==> src/design/cls_pkg.sv <==
// Shared types and constants for the command-line argument splitter.
// No dependencies; imported by cls_core, cls_outq and the top level.
package cls_pkg;

  localparam int unsigned MaxResults = 3;

  localparam logic [7:0] CH_NUL   = 8'h00;
  localparam logic [7:0] CH_SPACE = 8'h20;
  localparam logic [7:0] CH_TAB   = 8'h09;
  localparam logic [7:0] CH_BSL   = 8'h5C;
  localparam logic [7:0] CH_QUOTE = 8'h22;

  localparam logic [15:0] CAP_RESET = 16'd36864;

  typedef enum logic [1:0] {
    KIND_DATA   = 2'd0,
    KIND_ARGEND = 2'd1,
    KIND_EOL    = 2'd2,
    KIND_OVF    = 2'd3
  } kind_t;

  typedef struct packed {
    kind_t       kind;
    logic [7:0]  data_byte;
    logic [15:0] count;
  } result_t;

  // All results caused by one item; cnt is how many of res are in use.
  typedef struct packed {
    result_t [MaxResults-1:0] res;
    logic [1:0]               cnt;
  } group_t;

  typedef struct packed {
    logic        in_quotes;
    logic        in_token;
    logic [15:0] pend;
    logic [15:0] used;
    logic        failed;
  } line_state_t;

endpackage

==> src/design/cls_core.sv <==
// Line state registers and per-item splitting logic.
// Depends on cls_pkg.
module cls_core import cls_pkg::*; (
  input  logic        clk,
  input  logic        rst_n,
  input  logic        accept,
  input  logic [7:0]  ch,
  input  logic [15:0] cap,
  output group_t      grp
);

  line_state_t st_r, st_nxt;

  function automatic logic fits(input logic [15:0] used, input logic [15:0] need,
                                input logic [15:0] cap_v);
    logic [16:0] total;
    total = {1'b0, used} + {1'b0, need};
    return total <= {1'b0, cap_v};
  endfunction

  always_comb begin
    logic [1:0]  n;
    logic        ovf;
    logic        fin;
    logic        clr;
    logic [15:0] half;
    n      = 2'd0;
    ovf    = 1'b0;
    fin    = 1'b0;
    clr    = 1'b0;
    half   = {1'b0, st_r.pend[15:1]};
    st_nxt = st_r;
    grp    = '0;

    if (st_r.failed) begin
      // discard until end of line
      if (ch == CH_NUL) begin
        grp.res[n] = '{KIND_EOL, 8'h00, 16'h0000};
        n = n + 2'd1;
        clr = 1'b1;
      end
    end else if (ch == CH_BSL) begin
      if (st_r.pend != 16'hFFFF) begin
        st_nxt.pend = st_r.pend + 16'd1;
      end
      st_nxt.in_token = 1'b1;
    end else begin
      if (st_r.pend != 16'h0000) begin
        st_nxt.pend = 16'h0000;
        if (ch == CH_QUOTE) begin
          fin = 1'b1;
          if (half != 16'h0000) begin
            if (fits(st_nxt.used, half, cap)) begin
              st_nxt.used = st_nxt.used + half;
              grp.res[n] = '{KIND_DATA, CH_BSL, half};
              n = n + 2'd1;
            end else begin
              ovf = 1'b1;
            end
          end
          if (!ovf) begin
            if (st_r.pend[0]) begin
              if (fits(st_nxt.used, 16'd1, cap)) begin
                st_nxt.used = st_nxt.used + 16'd1;
                grp.res[n] = '{KIND_DATA, CH_QUOTE, 16'd1};
                n = n + 2'd1;
              end else begin
                ovf = 1'b1;
              end
            end else begin
              st_nxt.in_quotes = !st_r.in_quotes;
            end
          end
        end else if (fits(st_nxt.used, st_r.pend, cap)) begin
          st_nxt.used = st_nxt.used + st_r.pend;
          grp.res[n] = '{KIND_DATA, CH_BSL, st_r.pend};
          n = n + 2'd1;
        end else begin
          ovf = 1'b1;
        end
      end

      if (!fin && !ovf) begin
        if (ch == CH_NUL) begin
          if (st_r.in_token) begin
            if (fits(st_nxt.used, 16'd1, cap)) begin
              st_nxt.used = st_nxt.used + 16'd1;
              grp.res[n] = '{KIND_ARGEND, 8'h00, 16'h0000};
              n = n + 2'd1;
            end else begin
              ovf = 1'b1;
            end
          end
          if (!ovf) begin
            grp.res[n] = '{KIND_EOL, 8'h00, 16'h0000};
            n = n + 2'd1;
            clr = 1'b1;
          end
        end else if ((ch == CH_SPACE || ch == CH_TAB) && !st_r.in_quotes) begin
          if (st_r.in_token) begin
            if (fits(st_nxt.used, 16'd1, cap)) begin
              st_nxt.used = st_nxt.used + 16'd1;
              grp.res[n] = '{KIND_ARGEND, 8'h00, 16'h0000};
              n = n + 2'd1;
              st_nxt.in_token = 1'b0;
            end else begin
              ovf = 1'b1;
            end
          end
        end else if (ch == CH_QUOTE) begin
          st_nxt.in_quotes = !st_r.in_quotes;
          st_nxt.in_token  = 1'b1;
        end else if (fits(st_nxt.used, 16'd1, cap)) begin
          st_nxt.used = st_nxt.used + 16'd1;
          grp.res[n] = '{KIND_DATA, ch, 16'd1};
          n = n + 2'd1;
          st_nxt.in_token = 1'b1;
        end else begin
          ovf = 1'b1;
        end
      end

      if (ovf) begin
        st_nxt.failed = 1'b1;
        grp.res[n] = '{KIND_OVF, 8'h00, 16'h0000};
        n = n + 2'd1;
        if (ch == CH_NUL) begin
          grp.res[n] = '{KIND_EOL, 8'h00, 16'h0000};
          n = n + 2'd1;
          clr = 1'b1;
        end
      end
    end

    if (clr) begin
      st_nxt = '0;
    end
    grp.cnt = n;
  end

  always_ff @(posedge clk) begin
    if (!rst_n) begin
      st_r <= '0;
    end else if (accept) begin
      st_r <= st_nxt;
    end
  end

endmodule

==> src/design/cls_outq.sv <==
// Result group register: holds the results of one item and hands them out one per beat.
// Depends on cls_pkg.
module cls_outq import cls_pkg::*; (
  input  logic        clk,
  input  logic        rst_n,
  input  logic        load,
  input  group_t      grp,
  output logic        can_load,
  output logic        out_valid,
  input  logic        out_ready,
  output result_t     res,
  output logic        res_last
);

  result_t [MaxResults-1:0] res_r;
  logic [1:0] cnt_r, cnt_nxt;
  logic [1:0] idx_r, idx_nxt;
  logic       pop;

  assign out_valid = (cnt_r != 2'd0);
  assign res       = res_r[idx_r];
  assign res_last  = (idx_r == cnt_r - 2'd1);
  assign pop       = out_valid && out_ready;
  // free when empty or when the last result of the group leaves this cycle
  assign can_load  = !out_valid || (pop && res_last);

  always_comb begin
    cnt_nxt = cnt_r;
    idx_nxt = idx_r;
    if (load && grp.cnt != 2'd0) begin
      cnt_nxt = grp.cnt;
      idx_nxt = 2'd0;
    end else if (pop) begin
      if (res_last) begin
        cnt_nxt = 2'd0;
        idx_nxt = 2'd0;
      end else begin
        idx_nxt = idx_r + 2'd1;
      end
    end
  end

  always_ff @(posedge clk) begin
    if (!rst_n) begin
      cnt_r <= 2'd0;
      idx_r <= 2'd0;
    end else begin
      cnt_r <= cnt_nxt;
      idx_r <= idx_nxt;
    end
  end

  always_ff @(posedge clk) begin
    if (load && grp.cnt != 2'd0) begin
      res_r <= grp.res;
    end
  end

endmodule

==> src/design/command_line_argument_splitter.sv <==
// Command-line argument splitter, top level.
// The first result of an item is valid the cycle after the item is accepted.
// Throughput (when out_ready is high): one item per cycle while each item gives at
// most one result; an item with k results occupies the result group register for k
// output beats. Reset (rst_n, synchronous): clears line state and empties the result
// register; capacity returns to 36864. Depends on cls_pkg, cls_core, cls_outq.
module command_line_argument_splitter import cls_pkg::*; (
  input  logic        clk,
  input  logic        rst_n,
  input  logic        in_valid,
  output logic        in_ready,
  input  logic [7:0]  in_ch,
  output logic        out_valid,
  input  logic        out_ready,
  output logic [1:0]  out_kind,
  output logic [7:0]  out_byte,
  output logic [15:0] out_repeat_count,
  output logic        out_last,
  input  logic        cfg_wr_en,
  input  logic [15:0] cfg_wr_data
);

  logic [15:0] cap_r;
  logic        accept;
  group_t      grp;
  result_t     res;

  always_ff @(posedge clk) begin
    if (!rst_n) begin
      cap_r <= CAP_RESET;
    end else if (cfg_wr_en) begin
      cap_r <= cfg_wr_data;
    end
  end

  assign accept = in_valid && in_ready;

  cls_core u_core (
    .clk    (clk),
    .rst_n  (rst_n),
    .accept (accept),
    .ch     (in_ch),
    .cap    (cap_r),
    .grp    (grp)
  );

  cls_outq u_outq (
    .clk       (clk),
    .rst_n     (rst_n),
    .load      (accept),
    .grp       (grp),
    .can_load  (in_ready),
    .out_valid (out_valid),
    .out_ready (out_ready),
    .res       (res),
    .res_last  (out_last)
  );

  assign out_kind         = res.kind;
  assign out_byte         = res.data_byte;
  assign out_repeat_count = res.count;

endmodule
==> config.mk <==
export PLATFORM = sky130hd
export DESIGN_NAME = command_line_argument_splitter
export DESIGN_NICKNAME = d
export VERILOG_FILES = /design/src/design/cls_pkg.sv /design/src/design/cls_core.sv /design/src/design/cls_outq.sv /design/src/design/command_line_argument_splitter.sv
export SDC_FILE = /design/constraint.sdc
export NUM_CORES = 1
export LEC_CHECK = 0
export BUFFER_PORTS_ARGS = -buffer_cell sky130_fd_sc_hd__buf_2
export CORE_ASPECT_RATIO = 0.8
export CORE_MARGIN = 4
export CORE_UTILIZATION = 40
export CTS_CLUSTER_DIAMETER = 120
export CTS_CLUSTER_SIZE = 28
export DETAILED_ROUTE_END_ITERATION = 10
export PLACE_DENSITY_LB_ADDON = 0.12
export SETUP_SLACK_MARGIN = 0.1
export SLEW_MARGIN = 0
export SYNTH_ARGS = -nofsm -noshare
export SYNTH_HDL_FRONTEND = slang
export SYNTH_HIERARCHICAL = 1
export SYNTH_SLANG_ARGS = --single-unit
==> constraint.sdc <==
create_clock -name clk -period 15.3 [get_ports clk]
set_clock_uncertainty 0.2 [all_clocks]
set_input_delay 0 -clock clk [delete_from_list [all_inputs] [get_ports clk]]
set_output_delay 0 -clock clk [all_outputs]
set_load 0.01 [all_outputs]
==> results of run 1 <==
==> layer usage <==
metal  GRT usage [%]  vias to the layer above
li1                -                     5533
met1            38.7                     5614
met2            36.1                      423
met3            7.78                       40
met4            5.58                        2
met5               0                        -
==> stage by stage <==
stage | total power [uW] | hold WS (ns) | util [%]
4_1_cts | 985 | 0.0503 | 47.2
3_5_place_dp | 515 | 0.0243 | 43.0
3_3_place_gp | 515 | 0.0341 | 43.0
5_1_grt | 1020 | 0.120 | 47.5
6_report | 977 | 0.0925 | 47.5
2_1_floorplan | 484 | -0.0809 | -
==> registers in the layout (all words and copies together), names as in the netlist <==
register and count:
u_core/st_r 35, u_outq/cnt_r 2, u_outq/idx_r 2, cap_r 16, u_outq/res_r 78
==> cells in the mapped netlist, types with 13 or more instances <==
library cell / instances
nand2_1: 141
ha_1: 111
nor2_1: 108
a21oi_1: 91
edfxtp_1: 78
o21ai_0: 64
inv_1: 58
dfxtp_1: 55
mux2i_1: 54
o21ai_1: 49
xnor2_1: 46
clkbuf_1: 43
nand3_1: 39
nor3_1: 37
buf_4: 33
nand4_1: 27
and3_1: 25
xor2_1: 25
a21o_1: 21
nor2b_1: 21
a22oi_1: 18
and2_1: 18
nor4_1: 18
nand2b_1: 15
a31oi_1: 14
o21a_1: 14
a211oi_1: 13
nand3b_1: 13
==> placed cells by master (no fill, tap or decap), types with 20 or more instances in the layout <==
cell and n:
dfxtp_1 52, mux2i_1 54, nor2_1 108, dlygate4sd3_1 59, nand3_1 39, buf_4 39
a21o_1 20, nand2_1 140, o21ai_1 50, buf_2 57, xnor2_1 46, nor2b_1 21
and3_1 25, a21oi_1 88, o21ai_0 63, nand4_1 27, conb_1 30, edfxtp_1 78
xor2_1 25, inv_1 58, nor3_1 37, ha_1 111
==> final timing paths <==
path / depth (start not counted) / to
setup / recovery: 57 / u_outq/cnt_r[1]$_SDFFE_PN0P_
hold / removal: 3 / u_core/st_r[0]$_SDFFE_PN0P_
hold reg to reg: 2 / u_core/st_r[34]$_SDFFE_PN0P_
setup reg to reg: 57 / u_outq/cnt_r[1]$_SDFFE_PN0P_
==> cell families (layout without fill, tap and decap cells) <==
| group | Yosys count | after routing | share of synthesized area, % |
|---|---|---|---|
| adders and majority gates | 113 | 113 | 11.8 |
| buffers and inverters | 154 | 250 | 6.66 |
| other | 1 | 30 | 0.0310 |
| AOI/OAI and AO/OA | 394 | 394 | 21.4 |
| DFF | 133 | 133 | 28.4 |
| xor gates and xnor gates | 71 | 71 | 5.14 |
| muxes | 59 | 59 | 4.93 |
| and+or+nand+nor | 515 | 515 | 21.6 |
==> power groups by stage <==
stage	Clock (uW)	Sequential, uW	Combinational, uW
2_1_floorplan	0	411	73.5
3_3_place_gp	0	414	101
3_5_place_dp	0	415	101
4_1_cts	464	407	115
5_1_grt	478	408	129
6_report	454	407	116
==> worst reg2reg max path, delay by kind of cell (launching register included) <==
kind                     cells  cell delay, ns
AO/OA/AOI/OAI               27            6.10
AND/OR/NAND/NOR             17            3.77
adder cells (fa/ha/maj)      7            2.36
buffers and inverters        4            0.97
flip-flops                   1            0.41
XOR/XNOR                     2            0.33
==> final cells by class <==
| type | count | area (um2) |
|---|---|---|
| clock buffer | 17 | 425 |
| inverter | 61 | 229 |
| clock inverter | 15 | 210 |
| fill | 2956 | 15500 |
| tap | 406 | 508 |
| multi-input combinational | 1182 | 8020 |
| timing repair buffer | 157 | 1200 |
| sequential | 133 | 3450 |
==> timing repair <==
| action | in CTS | in global routing |
|---|---|---|
| endpoints found under the setup margin | 0 | 117 |
| endpoints found under the hold margin | 43 | 0 |
| setup buffers | 0 | 4 |
| resized for setup | 0 | 17 |
| hold buffers | 59 | 0 |
==> impl_metrics.toml, run 1 <==
[worst_hold_path]
hp-class = "input port to register"
hold_path_startpoint = "in_valid"

[logic_synthesis]
netlist_top_cells_area = "edfxtp_1 (19%), ha_1 (11%), dfxtp_1 (9.1%)"
yosysWarningCount = 6
synthesis.area_mm2 = 0.0121
synth.avg_cell_area_um2 = 8.41
ys.flop_type = "edfxtp_1"
synth_edf_count = 78
yosysUniqueCellTypes = 93
syn_inst = 1440
synth_seq_cells = 133
synth.top_cell.area_share_pct = 19.3
synth_top_cell_by_area = "edfxtp_1"
async_flop_share_pct = 0
yosysSeqAreaShare_pct = 28.4

[finish]
post_layout_nonfiller_instances = 1971
fin_area_mm2 = 0.0140
antenna_cells = 0
layout.nets = 1694
syn2layout_area_growth_pct = 16.0
drive_gt1_share_pct = 11.3

[worst_setup_path]
end_kind = "register"
regToRegSetupSlack_ns = 1.10
crit_family = "compound AO/OA/AOI/OAI gates"
crit_buf_inv = 4
slowest_delay_ns = 0.57
crit_required_ns = 15.48
rr_startpoint = "u_core/st_r[24]$_SDFFE_PN0P_"
cp-startpoint = "u_core/st_r[24]$_SDFFE_PN0P_"
path_common_cell = "ha_1"
slowest_stage = "dlygate4sd3_1"
critical_path_class = "register to register"
worstPathMaxFanout = 10
crit_path_start_kind = "register"
cp.arrival_ns = 14.38

[sta]
setup_viol = 0
period_minus_slack_ns = 14.20
hold_viol = 0
setup_tns_ns = 0
slew_viol_final = 0
tightestPinTransition_ns = 1.20
fmax_mhz = 70.4
rsz0062_at_grt = "false"
period_share_pct = 92.8
setup_ws_ns = 1.10
relSlewSlack_pct = 19.8

[die]
initial_core_util_pct = 40.9
design.die.area_mm2 = 0.0331
die_h_um = 164
fp.dieW_um = 202
rows = 56
core_area_mm2 = 0.0296
num_io_pins = 58

[place]
placed_cell_area_mm2 = 0.0127
io_buffers = 57
pre_cts_slack_ns = 0.290
placedCellCount = 1876
dp_hpwl_um = 33400
gp_congestion = 1.03

[route]
viasPerCell = 5.89
dr.max_layer_used = "met5"
drt_first_pass_iters = 6
routedWlPerCell_um = 22.1
drc_errors = 0
ant_nets = 0
vias = 11600
met1Wirelength_um = 20900
wl_um = 43500
wl_met3_um = 4260
wl_met2_um = 17700
first_iter_violations = 1183

[global_route]
grt_max_degree = 80
grt_usage_pct = 25.8
antenna_found_initial = 2
grt_pass1_wl_um = 65400
grt_overflow = 0
grt_pass1_vias = 10900

[clocking]
root_buffer = "clkbuf_16"
cts_buffers = 17
clk_latency_ns = 0.44
htree_num_levels = 4
cts.sinks = 133
clk_pin_slew_ns = 0.07
cts_tree = "built"
clock_path_buffers = 2

[status]
outcome = "completed"

[power_and_ir_drop]
seqPwrFrac_pct = 41.6
p_clk_share_pct = 46.4
p_leak_uw = 0.00567
vdd.ir_drop.worst_v = 0.0000687
p_int_uw = 712
swShare_pct = 27.1
p_switching_uw = 265
comb_power_share_pct = 11.9
powerDensity_mw_per_mm2 = 69.5

[job]
max-cap-violations = 0
(Power assumes the default switching activity.)
==> run 2: changes to the inputs <==
Settings changed: ABC_AREA set to 1.
==> impl_metrics.toml, run 2 <==
[die]
design.die.area_mm2 = 0.0354
core_area_mm2 = 0.0317
num_io_pins = 58
rows = 58
fp.dieW_um = 209
initial_core_util_pct = 40.9
die_h_um = 169

[worst_setup_path]
path_common_cell = "nand2_1"
end_kind = "register"
worstPathMaxFanout = 79
slowest_delay_ns = 0.55
rr_startpoint = "u_core/st_r[18]$_SDFFE_PN0P_"
crit_required_ns = 15.47
regToRegSetupSlack_ns = 2.09
crit_path_start_kind = "register"
ff2ff_path_depth = 82
critical_path_class = "register to register"
r2r_end = "u_outq/idx_r[1]$_SDFFE_PP0P_"
slowest_stage = "nand3_2"
cp.arrival_ns = 13.39

[clocking]
cts_hold_buf = 73
cts_tree = "built"
post_cts_resize_count = 0
postCtsSetupBuffers = 0
cts.sinks = 133
cts_buffers = 17
clk_pin_slew_ns = 0.06
root_buffer = "clkbuf_16"
clk_latency_ns = 0.44
clock_path_buffers = 2
htree_num_levels = 4

[route]
viasPerCell = 5.42
vias = 13000
wl_um = 44500
first_iter_violations = 1258
ant_nets = 0
routedWlPerCell_um = 18.6
drt_first_pass_iters = 6
drc_errors = 0

[logic_synthesis]
synth_commonest_cells = "nand2_1 (398), inv_1 (230), nor2_1 (169)"
yosysMostFrequentCell = "nand2_1"
ys.flop_type = "edfxtp_1"
yosysUniqueCellTypes = 67
synthesis.area_mm2 = 0.0130
async_flop_share_pct = 0
yosysSeqAreaShare_pct = 26.5
synth.avg_cell_area_um2 = 7.00
synth_seq_cells = 133
yosysWarningCount = 6
synth_top_cell_by_area = "edfxtp_1"
syn_inst = 1855
netlist_top_cells_area = "edfxtp_1 (18%), nand2_1 (12%), ha_1 (11%)"
synth.top_cell.area_share_pct = 18.0
synth_edf_count = 78

[global_route]
grt_max_degree = 80
antenna_found_initial = 2
grt_overflow = 0
grt_pass1_vias = 12100
grt_pass1_wl_um = 69100
grt_usage_pct = 24.7

[finish]
top_register = "u_outq/res_r"
seq_area_mm2 = 0.00344
syn2layout_area_growth_pct = 13.7
layout_common_cells = "nand2_1 (397), inv_1 (230), nor2_1 (169)"
n_fill_cell = 3230
antenna_cells = 0
layout.nets = 2104
drive_gt1_share_pct = 11.4
reg_top3 = "u_outq/res_r: 78 flops, u_core/st_r: 35 flops, cap_r: 16 flops"
multi_input_area_mm2 = 0.00811
largest_reg_flops = 78
post-route-util_pct = 46.5
layout_commonest_cell = "nand2_1"

[job]
max-cap-violations = 0

[worst_hold_path]
holdPathStages = 6
holdPathEnd = "u_outq/idx_r[0]$_SDFFE_PP0P_"
hold_path_startpoint = "out_ready"
hp-class = "input port to register"

[sta]
tightestPinTransition_ns = 1.09
rsz0062_at_grt = "false"
period_minus_slack_ns = 13.21
setup_ws_ns = 2.09
relSlewSlack_pct = 27.5
fmax_mhz = 75.7
setup_viol = 0
slew_viol_final = 0
hold_viol = 0
period_share_pct = 86.4
setup_tns_ns = 0

[status]
outcome = "completed"

[place]
dp_hpwl_um = 34200
io_buffers = 57
pre_cts_slack_ns = 2.17
gp_congestion = 1.03
==> run 2: cell count changes after synthesis, moves of 17 or more <==
cell and delta:
nor2_1 +61, a21oi_1 +31, inv_1 +172, xnor2_1 -35
nand2_1 +257, nor2_2 +17, clkbuf_1 -24, mux2i_1 -54
nand2_2 +25, and3_1 -25, o21ai_0 +41, nor2b_1 -21
nand3_1 +77
==> run 2: critical path, delay by kind of cell (launching register included) <==
family / cells / cell delay, ns
AO/OA/AOI/OAI: 20 / 2.91
XOR/XNOR: 2 / 0.45
adder cells (fa/ha/maj): 9 / 2.50
buffers and inverters: 9 / 0.79
flip-flops: 1 / 0.45
AND/OR/NAND/NOR: 42 / 5.86
==> run 2: logic make-up after synthesis <==
logic type,synth area share (%)
flops,26.5
other cells,0.0289
compound gates,17.2
fa+ha+maj,11.0
xor+xnor,3.17
buf+inv,11.9
simple gates,30.2
==> run 2: worst max-delay path by stage <==
| stage | slack [ns] | from | endpoint | cells past startpoint |
|---|---|---|---|---|
| after global placement | 2.48 | u_core/st_r[18]$_SDFFE_PN0P_ | u_outq/cnt_r[1]$_SDFFE_PN0P_ | 82 |
| after global routing | 0.58 | u_core/st_r[18]$_SDFFE_PN0P_ | u_outq/idx_r[0]$_SDFFE_PP0P_ | 81 |
| after CTS | 2.11 | u_core/st_r[18]$_SDFFE_PN0P_ | u_outq/idx_r[1]$_SDFFE_PP0P_ | 79 |
| after floorplan | 3.09 | u_core/st_r[18]$_SDFFE_PN0P_ | u_outq/cnt_r[0]$_SDFFE_PN0P_ | 87 |
| final | 2.09 | u_core/st_r[18]$_SDFFE_PN0P_ | u_outq/idx_r[1]$_SDFFE_PP0P_ | 82 |
| after detailed placement | 2.17 | u_core/st_r[18]$_SDFFE_PN0P_ | u_outq/idx_r[1]$_SDFFE_PP0P_ | 79 |
==> run 2: metal layers <==
| layer | global-route usage [%] | share of wire, % |
|---|---|---|
| met1 | 36.8 | 49 |
| met3 | 5.21 | 8.1 |
| met5 | 0 | 0.040 |
| met4 | 5.33 | 1.6 |
| met2 | 37.0 | 42 |
==> run 2: layout make-up <==
type / count / share of cell area, %
multi-input cells: 1413 / 55.0
clock inverters: 14 / 1.20
well taps: 420 / 3.56
flip-flops and latches: 133 / 23.3
inverters: 255 / 6.57
clock buffers: 17 / 2.88
repair buffers: 142 / 7.50
==> run 2: stage by stage <==
stage,cells,hold slack (ns),cell area [um2]
2_1_floorplan,1884,-0.0737,13100
3_3_place_gp,2290,0.0225,13400
3_5_place_dp,2290,0.0329,13400
4_1_cts,2394,0.256,14800
5_1_grt,2394,0.317,14800
6_report,2394,0.260,14800
Power of run 2 is not shown: default switching activity piles up to over one toggle a cycle in this logic, so the estimate is an artifact.
